==> src/ffra_pkg.sv <==
`timescale 1ns / 1ps
// ----------------------------------------------------------------------------
// ffra_pkg: shared types and codes of the first-fit region allocator
// Transaction payloads, table entry layout, operation and status codes.
// ----------------------------------------------------------------------------
package ffra_pkg;

	localparam int PAGE_BYTES_DEF  = 4096;
	localparam int TABLE_DEPTH_DEF = 16;

	localparam int CFG_INDEX_W = 1;
	localparam logic [CFG_INDEX_W-1:0] REG_POOL_BASE   = 1'b0;
	localparam logic [CFG_INDEX_W-1:0] REG_POOL_LENGTH = 1'b1;

	localparam logic [1:0] OP_ALLOC   = 2'd0;
	localparam logic [1:0] OP_RELEASE = 2'd1;
	localparam logic [1:0] OP_CHECK   = 2'd2;

	localparam logic [1:0] ST_OK       = 2'd0;
	localparam logic [1:0] ST_NO_FIT   = 2'd1;
	localparam logic [1:0] ST_FULL     = 2'd2;
	localparam logic [1:0] ST_NOTFOUND = 2'd3;

	typedef struct packed {
		logic [1:0]  operation;
		logic [31:0] request_size;
		logic [31:0] address;
	} req_t;

	typedef struct packed {
		logic [31:0] grant_addr;
		logic        inside_allocation;
		logic [1:0]  status;
	} rsp_t;

	// one region: start address and 33-bit length
	typedef struct packed {
		logic [31:0] start;
		logic [32:0] length;
	} entry_t;

endpackage

==> src/ffra_table.sv <==
`timescale 1ns / 1ps
// ----------------------------------------------------------------------------
// ffra_table: region table storage
// One write port, one read port, read data registered.
// ----------------------------------------------------------------------------
module ffra_table #(
	parameter int DEPTH = ffra_pkg::TABLE_DEPTH_DEF,
	parameter int AW    = (DEPTH > 1) ? $clog2(DEPTH) : 1
) (
	input  logic             clk,
	input  logic             we,
	input  logic [AW-1:0]    waddr,
	input  ffra_pkg::entry_t wdata,
	input  logic             re,
	input  logic [AW-1:0]    raddr,
	output ffra_pkg::entry_t rdata
);

	ffra_pkg::entry_t mem_q [DEPTH];
	ffra_pkg::entry_t rdata_q;

	always_ff @(posedge clk) begin
		if (we) begin
			mem_q[waddr] <= wdata;
		end
		if (re) begin
			rdata_q <= mem_q[raddr];
		end
	end

	assign rdata = rdata_q;

endmodule

==> src/ffra_round.sv <==
`timescale 1ns / 1ps
// ----------------------------------------------------------------------------
// ffra_round: page rounding unit
// Rounds a byte count up to whole pages: a registered mask for power-of-two
// pages, else a pipelined reciprocal multiply, quotient-times-page and fixup.
// ----------------------------------------------------------------------------
module ffra_round #(
	parameter int PAGE_BYTES = ffra_pkg::PAGE_BYTES_DEF
) (
	input  logic        clk,
	input  logic        arst_n,
	input  logic        start,
	input  logic [31:0] size,
	output logic        done,
	output logic [32:0] need
);

	localparam bit          PAGE_POW2 = (PAGE_BYTES & (PAGE_BYTES - 1)) == 0;
	localparam logic [32:0] PAGE_33   = 33'(PAGE_BYTES);

	logic        done_q;
	logic [32:0] need_q;

	generate
		if (PAGE_POW2) begin : g_mask
			always_ff @(posedge clk or negedge arst_n) begin
				if (!arst_n) begin
					done_q <= 1'b0;
				end else begin
					done_q <= start;
				end
			end

			always_ff @(posedge clk) begin
				if (start) begin
					need_q <= ({1'b0, size} + (PAGE_33 - 33'd1)) & ~(PAGE_33 - 33'd1);
				end
			end
		end else begin : g_recip
			// floor(size * RECIP / 2^SHIFT) is the exact quotient for any 32-bit size
			localparam int          LOG_P   = $clog2(PAGE_BYTES);
			localparam int          SHIFT   = 32 + LOG_P;
			localparam logic [63:0] RECIP64 = ((64'd1 << SHIFT) + 64'(PAGE_BYTES) - 64'd1)
				/ 64'(PAGE_BYTES);
			localparam logic [32:0] RECIP   = RECIP64[32:0];
			localparam logic [31:0] PAGE_32 = 32'(PAGE_BYTES);

			logic        v_s1;
			logic        v_s2;
			logic [31:0] size_s1;
			logic [64:0] prod_s1;
			logic [31:0] size_s2;
			logic [31:0] qp_s2;
			logic [31:0] quot;

			assign quot = 32'(prod_s1 >> SHIFT);

			always_ff @(posedge clk or negedge arst_n) begin
				if (!arst_n) begin
					v_s1   <= 1'b0;
					v_s2   <= 1'b0;
					done_q <= 1'b0;
				end else begin
					v_s1   <= start;
					v_s2   <= v_s1;
					done_q <= v_s2;
				end
			end

			always_ff @(posedge clk) begin
				if (start) begin
					size_s1 <= size;
					prod_s1 <= 65'(size) * 65'(RECIP);
				end
				if (v_s1) begin
					size_s2 <= size_s1;
					// quotient times page never exceeds size, so 32 bits hold it
					qp_s2   <= quot * PAGE_32;
				end
				if (v_s2) begin
					need_q <= (qp_s2 == size_s2) ? {1'b0, size_s2}
						: {1'b0, qp_s2} + PAGE_33;
				end
			end
		end
	endgenerate

	assign done = done_q;
	assign need = need_q;

endmodule

==> src/first_fit_region_allocator.sv <==
`timescale 1ns / 1ps
// ----------------------------------------------------------------------------
// first_fit_region_allocator: first-fit page region allocator
// Free and allocated regions live in two compacted tables in synchronous
// RAM; a sequencer scans, updates and compacts them one entry per cycle.
// ----------------------------------------------------------------------------
//
//  channel | signals                      | direction | notes
//  --------+------------------------------+-----------+--------------------------
//  req     | req_valid, req_ready, req    | in        | operation, size, address
//  rsp     | rsp_valid, rsp_ready, rsp    | out       | one per request
//  cfg     | cfg_write, cfg_index, cfg_data| in       | pool base / length
//
//  A request holds the block from its accept to the response load. An
//  allocate first rounds its size up to whole pages; every request then
//  scans its table, pipelined on the RAM read port. A table update adds a
//  commit state, and a compaction pass when an entry leaves a table.
//  Reset and every config write rewrite free entry 0 in S_INIT, during
//  which no request is taken. The response sits in an output register, so the
//  next request is taken while the previous response waits on rsp_ready.
//
module first_fit_region_allocator #(
	parameter int PAGE_BYTES  = ffra_pkg::PAGE_BYTES_DEF,
	parameter int TABLE_DEPTH = ffra_pkg::TABLE_DEPTH_DEF
) (
	input  logic                             clk,
	input  logic                             arst_n,
	input  logic                             req_valid,
	output logic                             req_ready,
	input  ffra_pkg::req_t                   req,
	output logic                             rsp_valid,
	input  logic                             rsp_ready,
	output ffra_pkg::rsp_t                   rsp,
	input  logic                             cfg_write,
	input  logic [ffra_pkg::CFG_INDEX_W-1:0] cfg_index,
	input  logic [31:0]                      cfg_data
);

	// index into a table, and a count that can also hold the depth itself
	localparam int AW = (TABLE_DEPTH > 1) ? $clog2(TABLE_DEPTH) : 1;
	localparam int CW = $clog2(TABLE_DEPTH + 1);
	localparam logic [CW-1:0] DEPTH_C = CW'(TABLE_DEPTH);

	localparam logic [2:0] S_INIT   = 3'd0;
	localparam logic [2:0] S_IDLE   = 3'd1;
	localparam logic [2:0] S_ROUND  = 3'd2;
	localparam logic [2:0] S_SCAN   = 3'd3;
	localparam logic [2:0] S_COMMIT = 3'd4;
	localparam logic [2:0] S_SHIFT  = 3'd5;
	localparam logic [2:0] S_DONE   = 3'd6;

	logic [2:0]        state_q;
	logic [31:0]       pool_base_q;
	logic [31:0]       pool_len_q;
	logic [CW-1:0]     free_cnt_q;
	logic [CW-1:0]     used_cnt_q;

	// request context
	logic [1:0]        op_q;
	logic [31:0]       addr_q;
	logic [32:0]       need_q;

	// scan / compaction pointers
	logic [CW-1:0]     rd_idx_q;
	logic              cmp_v_q;
	logic [CW-1:0]     cmp_idx_q;
	logic [CW-1:0]     hit_idx_q;
	ffra_pkg::entry_t  ent_q;
	logic [CW-1:0]     wr_idx_q;
	logic              wv_q;
	logic              sh_used_q;

	ffra_pkg::rsp_t    res_q;
	ffra_pkg::rsp_t    rsp_q;
	logic              rsp_valid_q;

	// RAM ports
	logic              free_we, free_re, used_we, used_re;
	logic [AW-1:0]     free_waddr, free_raddr, used_waddr, used_raddr;
	ffra_pkg::entry_t  free_wdata, used_wdata, free_rdata, used_rdata;

	logic              round_start, round_done;
	logic [32:0]       round_need;

	ffra_pkg::entry_t  scan_rdata, sh_rdata;
	logic [CW-1:0]     scan_cnt, sh_cnt;
	logic              hit_cond, hit;
	logic [31:0]       addr_off;
	logic              req_acc;

	assign req_ready   = (state_q == S_IDLE);
	assign req_acc     = req_valid && req_ready;
	assign round_start = req_acc && (req.operation == ffra_pkg::OP_ALLOC);

	// allocate scans the free table, release and check the allocated one
	assign scan_rdata = (op_q == ffra_pkg::OP_ALLOC) ? free_rdata : used_rdata;
	assign scan_cnt   = (op_q == ffra_pkg::OP_ALLOC) ? free_cnt_q : used_cnt_q;
	assign sh_rdata   = sh_used_q ? used_rdata : free_rdata;
	assign sh_cnt     = sh_used_q ? used_cnt_q : free_cnt_q;

	assign addr_off = addr_q - scan_rdata.start;

	always_comb begin
		case (op_q)
			ffra_pkg::OP_ALLOC:   hit_cond = (scan_rdata.length >= need_q);
			ffra_pkg::OP_RELEASE: hit_cond = (scan_rdata.start == addr_q);
			// end of the allocation is taken without wrap, hence 33 bits
			default:              hit_cond = (addr_q >= scan_rdata.start) &&
			                                 ({1'b0, addr_off} < scan_rdata.length);
		endcase
	end

	assign hit = cmp_v_q && hit_cond;

	// RAM port control
	always_comb begin
		free_we    = 1'b0;
		free_waddr = '0;
		free_wdata = ent_q;
		free_re    = 1'b0;
		free_raddr = rd_idx_q[AW-1:0];
		used_we    = 1'b0;
		used_waddr = '0;
		used_wdata = ent_q;
		used_re    = 1'b0;
		used_raddr = rd_idx_q[AW-1:0];
		unique case (state_q)
			S_INIT: begin
				free_we    = 1'b1;
				free_wdata = '{start: pool_base_q, length: {1'b0, pool_len_q}};
			end
			S_SCAN: begin
				if (!hit && (rd_idx_q < scan_cnt)) begin
					if (op_q == ffra_pkg::OP_ALLOC) begin
						free_re = 1'b1;
					end else begin
						used_re = 1'b1;
					end
				end
			end
			S_COMMIT: begin
				if (op_q == ffra_pkg::OP_ALLOC) begin
					if (used_cnt_q < DEPTH_C) begin
						used_we    = 1'b1;
						used_waddr = used_cnt_q[AW-1:0];
						used_wdata = '{start: ent_q.start, length: need_q};
						// an emptied entry is dropped by the compaction pass instead
						if (ent_q.length != need_q) begin
							free_we    = 1'b1;
							free_waddr = hit_idx_q[AW-1:0];
							free_wdata = '{start:  ent_q.start + need_q[31:0],
							               length: ent_q.length - need_q};
						end
					end
				end else if (free_cnt_q < DEPTH_C) begin
					free_we    = 1'b1;
					free_waddr = free_cnt_q[AW-1:0];
					free_wdata = ent_q;
				end
			end
			S_SHIFT: begin
				if (sh_used_q) begin
					used_we    = wv_q;
					used_waddr = wr_idx_q[AW-1:0];
					used_wdata = sh_rdata;
					used_re    = (rd_idx_q < sh_cnt);
				end else begin
					free_we    = wv_q;
					free_waddr = wr_idx_q[AW-1:0];
					free_wdata = sh_rdata;
					free_re    = (rd_idx_q < sh_cnt);
				end
			end
			default: begin
			end
		endcase
	end

	// sequencer
	always_ff @(posedge clk or negedge arst_n) begin
		if (!arst_n) begin
			state_q     <= S_INIT;
			pool_base_q <= '0;
			pool_len_q  <= '0;
			free_cnt_q  <= CW'(1);
			used_cnt_q  <= '0;
			rd_idx_q    <= '0;
			cmp_v_q     <= 1'b0;
			wv_q        <= 1'b0;
			rsp_valid_q <= 1'b0;
		end else begin
			unique case (state_q)
				S_INIT: begin
					state_q <= S_IDLE;
				end
				S_IDLE: begin
					if (req_acc) begin
						rd_idx_q <= '0;
						cmp_v_q  <= 1'b0;
						case (req.operation) inside
							ffra_pkg::OP_ALLOC: state_q <= S_ROUND;
							ffra_pkg::OP_RELEASE, ffra_pkg::OP_CHECK: state_q <= S_SCAN;
							default: state_q <= S_DONE;
						endcase
					end
				end
				S_ROUND: begin
					if (round_done) begin
						state_q <= S_SCAN;
					end
				end
				S_SCAN: begin
					// one read issued per cycle, each compared in the cycle after it
					if (hit) begin
						state_q <= (op_q == ffra_pkg::OP_CHECK) ? S_DONE : S_COMMIT;
					end else if (rd_idx_q < scan_cnt) begin
						rd_idx_q <= rd_idx_q + CW'(1);
						cmp_v_q  <= 1'b1;
					end else if (cmp_v_q) begin
						cmp_v_q <= 1'b0;
					end else begin
						state_q <= S_DONE;
					end
				end
				S_COMMIT: begin
					state_q <= S_DONE;
					if (op_q == ffra_pkg::OP_ALLOC) begin
						if (used_cnt_q < DEPTH_C) begin
							used_cnt_q <= used_cnt_q + CW'(1);
							if (ent_q.length == need_q) begin
								sh_used_q <= 1'b0;
								rd_idx_q  <= hit_idx_q + CW'(1);
								wv_q      <= 1'b0;
								state_q   <= S_SHIFT;
							end
						end
					end else if (free_cnt_q < DEPTH_C) begin
						free_cnt_q <= free_cnt_q + CW'(1);
						sh_used_q  <= 1'b1;
						rd_idx_q   <= hit_idx_q + CW'(1);
						wv_q       <= 1'b0;
						state_q    <= S_SHIFT;
					end
				end
				S_SHIFT: begin
					// move every entry behind the hit down by one
					if (rd_idx_q < sh_cnt) begin
						rd_idx_q <= rd_idx_q + CW'(1);
						wv_q     <= 1'b1;
					end else begin
						wv_q <= 1'b0;
						if (!wv_q) begin
							if (sh_used_q) begin
								used_cnt_q <= used_cnt_q - CW'(1);
							end else begin
								free_cnt_q <= free_cnt_q - CW'(1);
							end
							state_q <= S_DONE;
						end
					end
				end
				S_DONE: begin
					if (!rsp_valid_q || rsp_ready) begin
						state_q <= S_IDLE;
					end
				end
				default: begin
					state_q <= S_INIT;
				end
			endcase

			if ((state_q == S_DONE) && (!rsp_valid_q || rsp_ready)) begin
				rsp_valid_q <= 1'b1;
			end else if (rsp_ready) begin
				rsp_valid_q <= 1'b0;
			end

			// a pool write resets both tables; entry 0 is rewritten in S_INIT
			if (cfg_write) begin
				unique case (cfg_index)
					ffra_pkg::REG_POOL_BASE:   pool_base_q <= cfg_data;
					ffra_pkg::REG_POOL_LENGTH: pool_len_q  <= cfg_data;
					default: begin
					end
				endcase
				state_q    <= S_INIT;
				free_cnt_q <= CW'(1);
				used_cnt_q <= '0;
			end
		end
	end

	// datapath registers
	always_ff @(posedge clk) begin
		if (req_acc) begin
			op_q   <= req.operation;
			addr_q <= req.address;
			res_q  <= '0;
		end
		if ((state_q == S_ROUND) && round_done) begin
			need_q <= round_need;
		end
		if (state_q == S_SCAN) begin
			if (hit) begin
				ent_q     <= scan_rdata;
				hit_idx_q <= cmp_idx_q;
				if (op_q == ffra_pkg::OP_CHECK) begin
					res_q.inside_allocation <= 1'b1;
				end
			end else if (rd_idx_q < scan_cnt) begin
				cmp_idx_q <= rd_idx_q;
			end else if (!cmp_v_q) begin
				case (op_q)
					ffra_pkg::OP_ALLOC:   res_q.status <= ffra_pkg::ST_NO_FIT;
					ffra_pkg::OP_RELEASE: res_q.status <= ffra_pkg::ST_NOTFOUND;
					default:              res_q.status <= ffra_pkg::ST_OK;
				endcase
			end
		end
		if (state_q == S_COMMIT) begin
			if (op_q == ffra_pkg::OP_ALLOC) begin
				if (used_cnt_q < DEPTH_C) begin
					res_q.grant_addr <= ent_q.start;
				end else begin
					res_q.status <= ffra_pkg::ST_FULL;
				end
			end else if (free_cnt_q >= DEPTH_C) begin
				res_q.status <= ffra_pkg::ST_FULL;
			end
		end
		if ((state_q == S_SHIFT) && wv_q) begin
			wr_idx_q <= wr_idx_q + CW'(1);
		end else if (state_q == S_COMMIT) begin
			wr_idx_q <= hit_idx_q;
		end
		if ((state_q == S_DONE) && (!rsp_valid_q || rsp_ready)) begin
			rsp_q <= res_q;
		end
	end

	assign rsp_valid = rsp_valid_q;
	assign rsp       = rsp_q;

	ffra_round #(
		.PAGE_BYTES (PAGE_BYTES)
	) u_round (
		.clk    (clk),
		.arst_n (arst_n),
		.start  (round_start),
		.size   (req.request_size),
		.done   (round_done),
		.need   (round_need)
	);

	ffra_table #(
		.DEPTH (TABLE_DEPTH),
		.AW    (AW)
	) u_free (
		.clk   (clk),
		.we    (free_we),
		.waddr (free_waddr),
		.wdata (free_wdata),
		.re    (free_re),
		.raddr (free_raddr),
		.rdata (free_rdata)
	);

	ffra_table #(
		.DEPTH (TABLE_DEPTH),
		.AW    (AW)
	) u_used (
		.clk   (clk),
		.we    (used_we),
		.waddr (used_waddr),
		.wdata (used_wdata),
		.re    (used_re),
		.raddr (used_raddr),
		.rdata (used_rdata)
	);

endmodule
==> config.mk <==
export PLATFORM = sky130hd
export DESIGN_NAME = first_fit_region_allocator
export DESIGN_NICKNAME = d
export VERILOG_FILES = /design/src/ffra_pkg.sv /design/src/ffra_table.sv /design/src/ffra_round.sv /design/src/first_fit_region_allocator.sv
export SDC_FILE = /design/constraint.sdc
export NUM_CORES = 2
export LEC_CHECK = 0
export ABC_AREA = 1
export BUFFER_PORTS_ARGS = -buffer_cell sky130_fd_sc_hd__buf_2
export CAP_MARGIN = 20
export CORE_UTILIZATION = 52
export CTS_BUF_LIST = sky130_fd_sc_hd__clkbuf_16
export DETAILED_ROUTE_END_ITERATION = 6
export GPL_ROUTABILITY_DRIVEN = 0
export PLACE_DENSITY = 0.68
export RECOVER_POWER = 100
export SYNTH_ARGS = -nofsm -noshare
export SYNTH_HDL_FRONTEND = slang
export SYNTH_SLANG_ARGS = --single-unit
==> constraint.sdc <==
create_clock -name clk -period 17.2 [get_ports clk]
set_input_delay 5.16 -clock clk [delete_from_list [all_inputs] [get_ports clk]]
set_output_delay 5.16 -clock clk [all_outputs]
set_load 0.02 [all_outputs]
# After elaboration in Yosys (flattened, before gate mapping)
# Memory sizes are Yosys's and may differ from the RTL's. A register that Yosys moved wholly into a read port is not among the register bits.
# Index checks and enable logic that the tools add are counted.
[word_totals]
register_bits = 313
ramBits = 2080
input_bits = 104
output_inout_bits = 37
elab_cells = 234
n_memories = 2
[mem_list]
columns = ["name", "depth", "word_bits", "rd", "rd_ports_with_merged_regs", "write_ports", "line_no", "text"]
rows = [
  ["u_free.mem_q", 16, 65, 1, 1, 1, "ffra_table.sv:19", "ffra_pkg::entry_t mem_q [DEPTH];"],
  ["u_used.mem_q", 16, 65, 1, 1, 1, "ffra_table.sv:19", ""],
]
[classes]
n_addsub = 11
n_lt_le_gt_ge = 8
n_eq_ne = 35
muxes = 117
bitwise_logic = 2
n_reduce_logical = 33
[ops]
columns = ["op", "n"]
rows = [
  ["$mux W65", 7],
  ["$pmux W65 S3", 1],
  ["$pmux W65 S2", 1],
  ["$mux W5", 24],
  ["$mux W32", 3],
  ["$mux W33", 2],
  ["$mux W3", 13],
  ["$mux W35", 1],
  ["$add A32 B12 Y33 const B", 1],
  ["$eq A33 B33 Y1", 1],
  ["$ge A33 B33 Y1", 1],
  ["$lt A32 B33 Y1", 1],
  ["$ne A33 B33 Y1", 1],
  ["$sub A33 B33 Y33", 1],
  ["$add A32 B32 Y32", 1],
  ["$eq A32 B32 Y1", 1],
  ["$ge A32 B32 Y1", 1],
  ["$mux W1", 32],
  ["$mux W4", 8],
  ["$sub A32 B32 Y32", 1],
  ["$add A5 B1 Y5 const B", 5],
  ["$ne A3 B3 Y1 const B", 8],
  ["$mux W2", 11],
  ["$pmux W3 S7", 1],
  ["other kinds (37)", 79],
]

# Longest topological paths before layout
[depth]
depth_word = 12
depth_mapped = 38

# Modules after synthesis
# A second synthesis with hierarchy kept.
[hier_totals]
hier_cells = 11673
area_unflattened_um2 = 116982.2
[modules_own_cells]
columns = ["mod", "instances", "cells_each", "area_per_inst_um2", "seq_area_each_um2"]
rows = [
  ["ffra_table", 2, 4276, 46583.4, 33181.8],
  ["first_fit_region_allocator", 1, 2880, 22141.2, 8294.2],
  ["ffra_round", 1, 241, 1674.1, 655.6],
]

# Least setup slack after synthesis
# No wires, ideal clock.
[synth_path]
kind = "register -> register"
start = "reg op_q[1]"
end = "reg u_free.rdata[0] (netlist name)"
arrival_ps = 7574
path_slack_ps = 9115
stages_incl_launch_ff = 33
n_path_buf = 4
synth_period_minus_slack_ps = 8085
path_cell_list = "edfxtp_1 nor2_2 buf_6 buf_4 clkbuf_1 clkbuf_1 nand2_1 o21ai_0 inv_1 fa_1 o21bai_1 nand2_1 nand2_2 nand3_2 nand2_2 a21boi_1 o21bai_2 nand3_1 o21ai_1 xor2_1 ha_1 nand3_1 nor2_1 nand4_1 nor2_1 nand3_1 nor2_1 nor2_1 nand2_1 nand2_2 nand2_4 nand2_1 o22ai_1"
[synth_lines]
columns = ["item", "line_no", "text"]
rows = [
  ["from (decl)", "first_fit_region_allocator.sv:59", "logic [1:0] op_q;"],
  ["from (signal assigned)", "first_fit_region_allocator.sv:296", "op_q <= req.operation;"],
]

# Worst setup path after layout
[layout_path]
start = "reg state_q[0]"
end = "mem u_used.mem_q[13][21] (netlist bit) (enable)"
[layout_via]
elab_chain_cells = 4
[layout_rtl]
columns = ["item", "line_no", "text"]
rows = [
  ["from (decl)", "first_fit_region_allocator.sv:52", "logic [2:0] state_q;"],
  ["from (signal assigned)", "first_fit_region_allocator.sv:215", "state_q <= (op_q == ffra_pkg::OP_CHECK) ? S_DONE : S_COMMIT;"],
  ["$eq A3 B3 Y1", "first_fit_region_allocator.sv:127", "unique case (state_q)"],
  ["$pmux W1 S2", "first_fit_region_allocator.sv:127", ""],
  ["$mux W1", "ffra_table.sv:23", "if (we) begin"],
  ["$mux W1 (implied by the code)", "ffra_table.sv:24", "mem_q[waddr] <= wdata;"],
  ["to (decl)", "ffra_table.sv:19", ""],
]
# Several ways; a longest one is shown, not always the timed one.

==> flow_summary.yaml <==
synth:
  synthAdderAreaFrac_pct: 1.75
  yosys_register_bits: 2522
  synthFlopType: "edfxtp_1"
  yosys.area_share.simple_pct: 8.32
  synth.mux.area_fraction_pct: 0.326
  syn_nets: 8535
  synth_top_family_by_area: "compound AO/OA/AOI/OAI gates"
  yosys_warnings: 0
  synth_cell_types: 66
  synthXorXnorAreaFrac_pct: 0.588
  synthCells: 8288
  syn_avg_cell_area_um2: 12.6
  synth_edf_count: 2401
  synth-seq-area-share_pct: 71.9
  synth_compound_area_share_pct: 13.9
  synth_area_um2: 104000
  async_flop_share_pct: 3.41
power_and_ir_drop:
  power_mw: 18.0
  ir_drop_v: 0.000123
  cellPowerDensity_nw_per_um2: 156
  p_leak_nw: 39.0
die:
  rows: 164
  start_util_pct: 52.3
  die_w_um: 450
  core_area_um2: 199000
  dieArea_um2: 202000
  io_pins: 141
  chipHeight_um: 450
critical_path:
  crit_path_end_kind: "register"
  worst-r2r-setup-slack_ns: 5.03
  worst-setup-path-type: "register to register"
  critPathLaunchType: "register"
  critPathRequiredTime_ns: 17.71
  cp_max_fo: 71
  cp.arrival_ns: 12.68
sta:
  fmax_ghz: 0.0822
  finalSetupViolCount: 0
  layout_min_cycle_time_ns: 12.17
  rsz0062_at_grt: "no"
  finalHoldViolCount: 0
  slew_headroom_pct: -245
  tightest_slew_ns: 5.18
  period_share_pct: 70.7
  holdWs_ns: 0.423
  setup_slack_ns: 5.03
  fin_setup_tns_ns: 0
  finClkSkew_ns: 0.0581
  report.final.slew_viol_count: 2881
clocking:
  post_cts_buffers: 0
  clkTransAtPathRegs_ns: 0.06
  clockBufferDepth: 3
  numCtsBuffers: 239
  insertion_delay_ns: 0.92
  postCtsHoldBufs: 0
  clock_tree.root_cell: "clkbuf_16"
  cts_resized: 0
  cts_tree: "done"
  htree_levels: 4
  cts.sinks: 2522
route:
  routedWlPerCell_um: 27.6
  num_vias: 71700
  ant_nets: 0
  vias_per_cell: 6.37
  drt_wl_total_um: 311000
  drc: 1
  drt-initial-drc-count: 10600
  drtPass1Iterations: 7
run:
  cap_violations: 83
layout:
  layout_common_cells: "edfxtp_1, o21ai_0, nor2_1, nand2_1, inv_1"
  fillers: 15900
  fin_cells: 11300
  syn2layout_area_growth_pct: 10.7
  layout.nets: 8639
  layout-drive-gt1-share_pct: 7.00
  final_cell_area_um2: 115000
  utilization_pct: 57.9
  layout_commonest_cell: "edfxtp_1"
global_routing:
  grt_usage_pct: 29.9
  antenna_found_initial: 14
  grt_overflow: 0
  grt_pass1_wl_um: 448000
  grt_max_degree: 203
  grt_pass1_vias: 66500
placement:
  io_buffers: 140
  place_ws_ns: 9.80
  dp.cells: 10800
  placed_area_um2: 109000
  hpwlAfterDp_um: 179000
run_status:
  violations: "DRC, capacitance limit, slew limit"
  status: "complete, but fails checks"
min_path:
  hold_class: "register to register"
-- registers in the layout, summed over array words and instances (netlist names), 2 cells and up --
register / count
pool_len_q: 32
rd_idx_q: 5
need_q: 21
res_q: 35
free_cnt_q: 5
ent_q: 65
u_round.need: 21
cmp_idx_q: 5
rsp: 35
used_cnt_q: 5
op_q: 2
u_used.mem_q: 1040
wr_idx_q: 4
u_free.rdata: 65
addr_q: 32
pool_base_q: 32
u_used.rdata: 65
u_free.mem_q: 1040
hit_idx_q: 5
state_q: 3
-- Yosys cell counts, types with 6 or more instances --
cell type	instances	area share, %
edfxtp_1	2401	69
o21ai_0	1496	7.2
nor2_1	1302	4.7
nand2_1	559	2.0
clkbuf_1	453	1.6
o22ai_1	390	2.3
inv_1	340	1.2
o221ai_1	213	1.8
ha_1	138	1.7
a21oi_1	136	0.65
nand3_1	129	0.62
o211ai_1	112	0.81
dfrtp_1	85	2.0
xor2_1	44	0.37
nand4_1	37	0.22
dfxtp_1	35	0.67
mux2i_1	34	0.33
or2_2	34	0.20
buf_1	33	0.12
a221oi_1	27	0.23
xnor2_1	26	0.22
buf_2	21	0.10
o21ai_1	19	0.091
inv_2	17	0.061
o21a_1	17	0.12
nor3_1	16	0.077
a31oi_1	15	0.090
nand2_2	15	0.090
a21o_1	11	0.079
o2111ai_1	11	0.092
nor2_2	10	0.060
a211oi_1	9	0.065
a32oi_1	9	0.076
nand3_2	7	0.067
a2bb2oi_1	6	0.050
nor4_1	6	0.036
o21bai_1	6	0.043
-- final cells by class --
cell class	count	area (µm²)	share of cell area (%)
Antenna cell	9	22.5	0.0195
Inverter	362	1380	1.20
Tap cell	2656	3320	2.88
Clock buffer	240	6010	5.20
Timing Repair Buffer	377	1870	1.62
Sequential cell	2522	75000	65.0
Clock inverter	209	1800	1.56
Multi-Input combinational cell	4890	26000	22.6
-- metal layers --
| layer | up-vias | wire, µm | GRT usage [%] |
|---|---|---|---|
| met5 | - | 108 | 0 |
| met4 | 10 | 17900 | 15.0 |
| met2 | 4582 | 140000 | 45.3 |
| li1 | 31000 | - | - |
| met3 | 779 | 34200 | 5.10 |
| met1 | 35300 | 118000 | 42.0 |
-- final timing paths --
check / from / endpoint / depth (start not counted)
max in group asynchronous: arst_n / pool_len_q[0] / 2
min: cmp_idx_q[1] / hit_idx_q[1] / 0
min reg2reg: cmp_idx_q[1] / hit_idx_q[1] / 0
max: state_q[0] / u_used.mem_q[13][21] / 14
max reg2reg: state_q[0] / u_used.mem_q[13][21] / 14
min in group asynchronous: arst_n / free_cnt_q[4] / 1
-- critical path: stages (launching register included) --
cell and delay (ns):
dfrtp_1 0.49, inv_1 0.10, nor2_1 0.15, clkinv_1 0.11
nor2_1 1.08, inv_1 0.45, nor2_4 0.16, clkbuf_1 2.46
clkbuf_1 1.71, inv_1 0.56, o21ai_0 0.60, nand3_1 0.38
nor2_4 0.15, clkbuf_1 2.27, buf_4 0.92
-- power breakdown --
group	internal [mW]	total, mW	switching [mW]
sequential	7.78	7.99	0.208
combinational	1.16	4.76	3.60
clock	2.90	5.22	2.32
total	11.8	18.0	6.13
-- logic make-up after synthesis --
family | Yosys count
simple gates | 2140
compound gates | 2503
fa+ha+maj | 143
xor+xnor | 70
mux | 34
buf+inv | 876
flops | 2522
No activity file was read; power rests on OpenSTA's default activity.
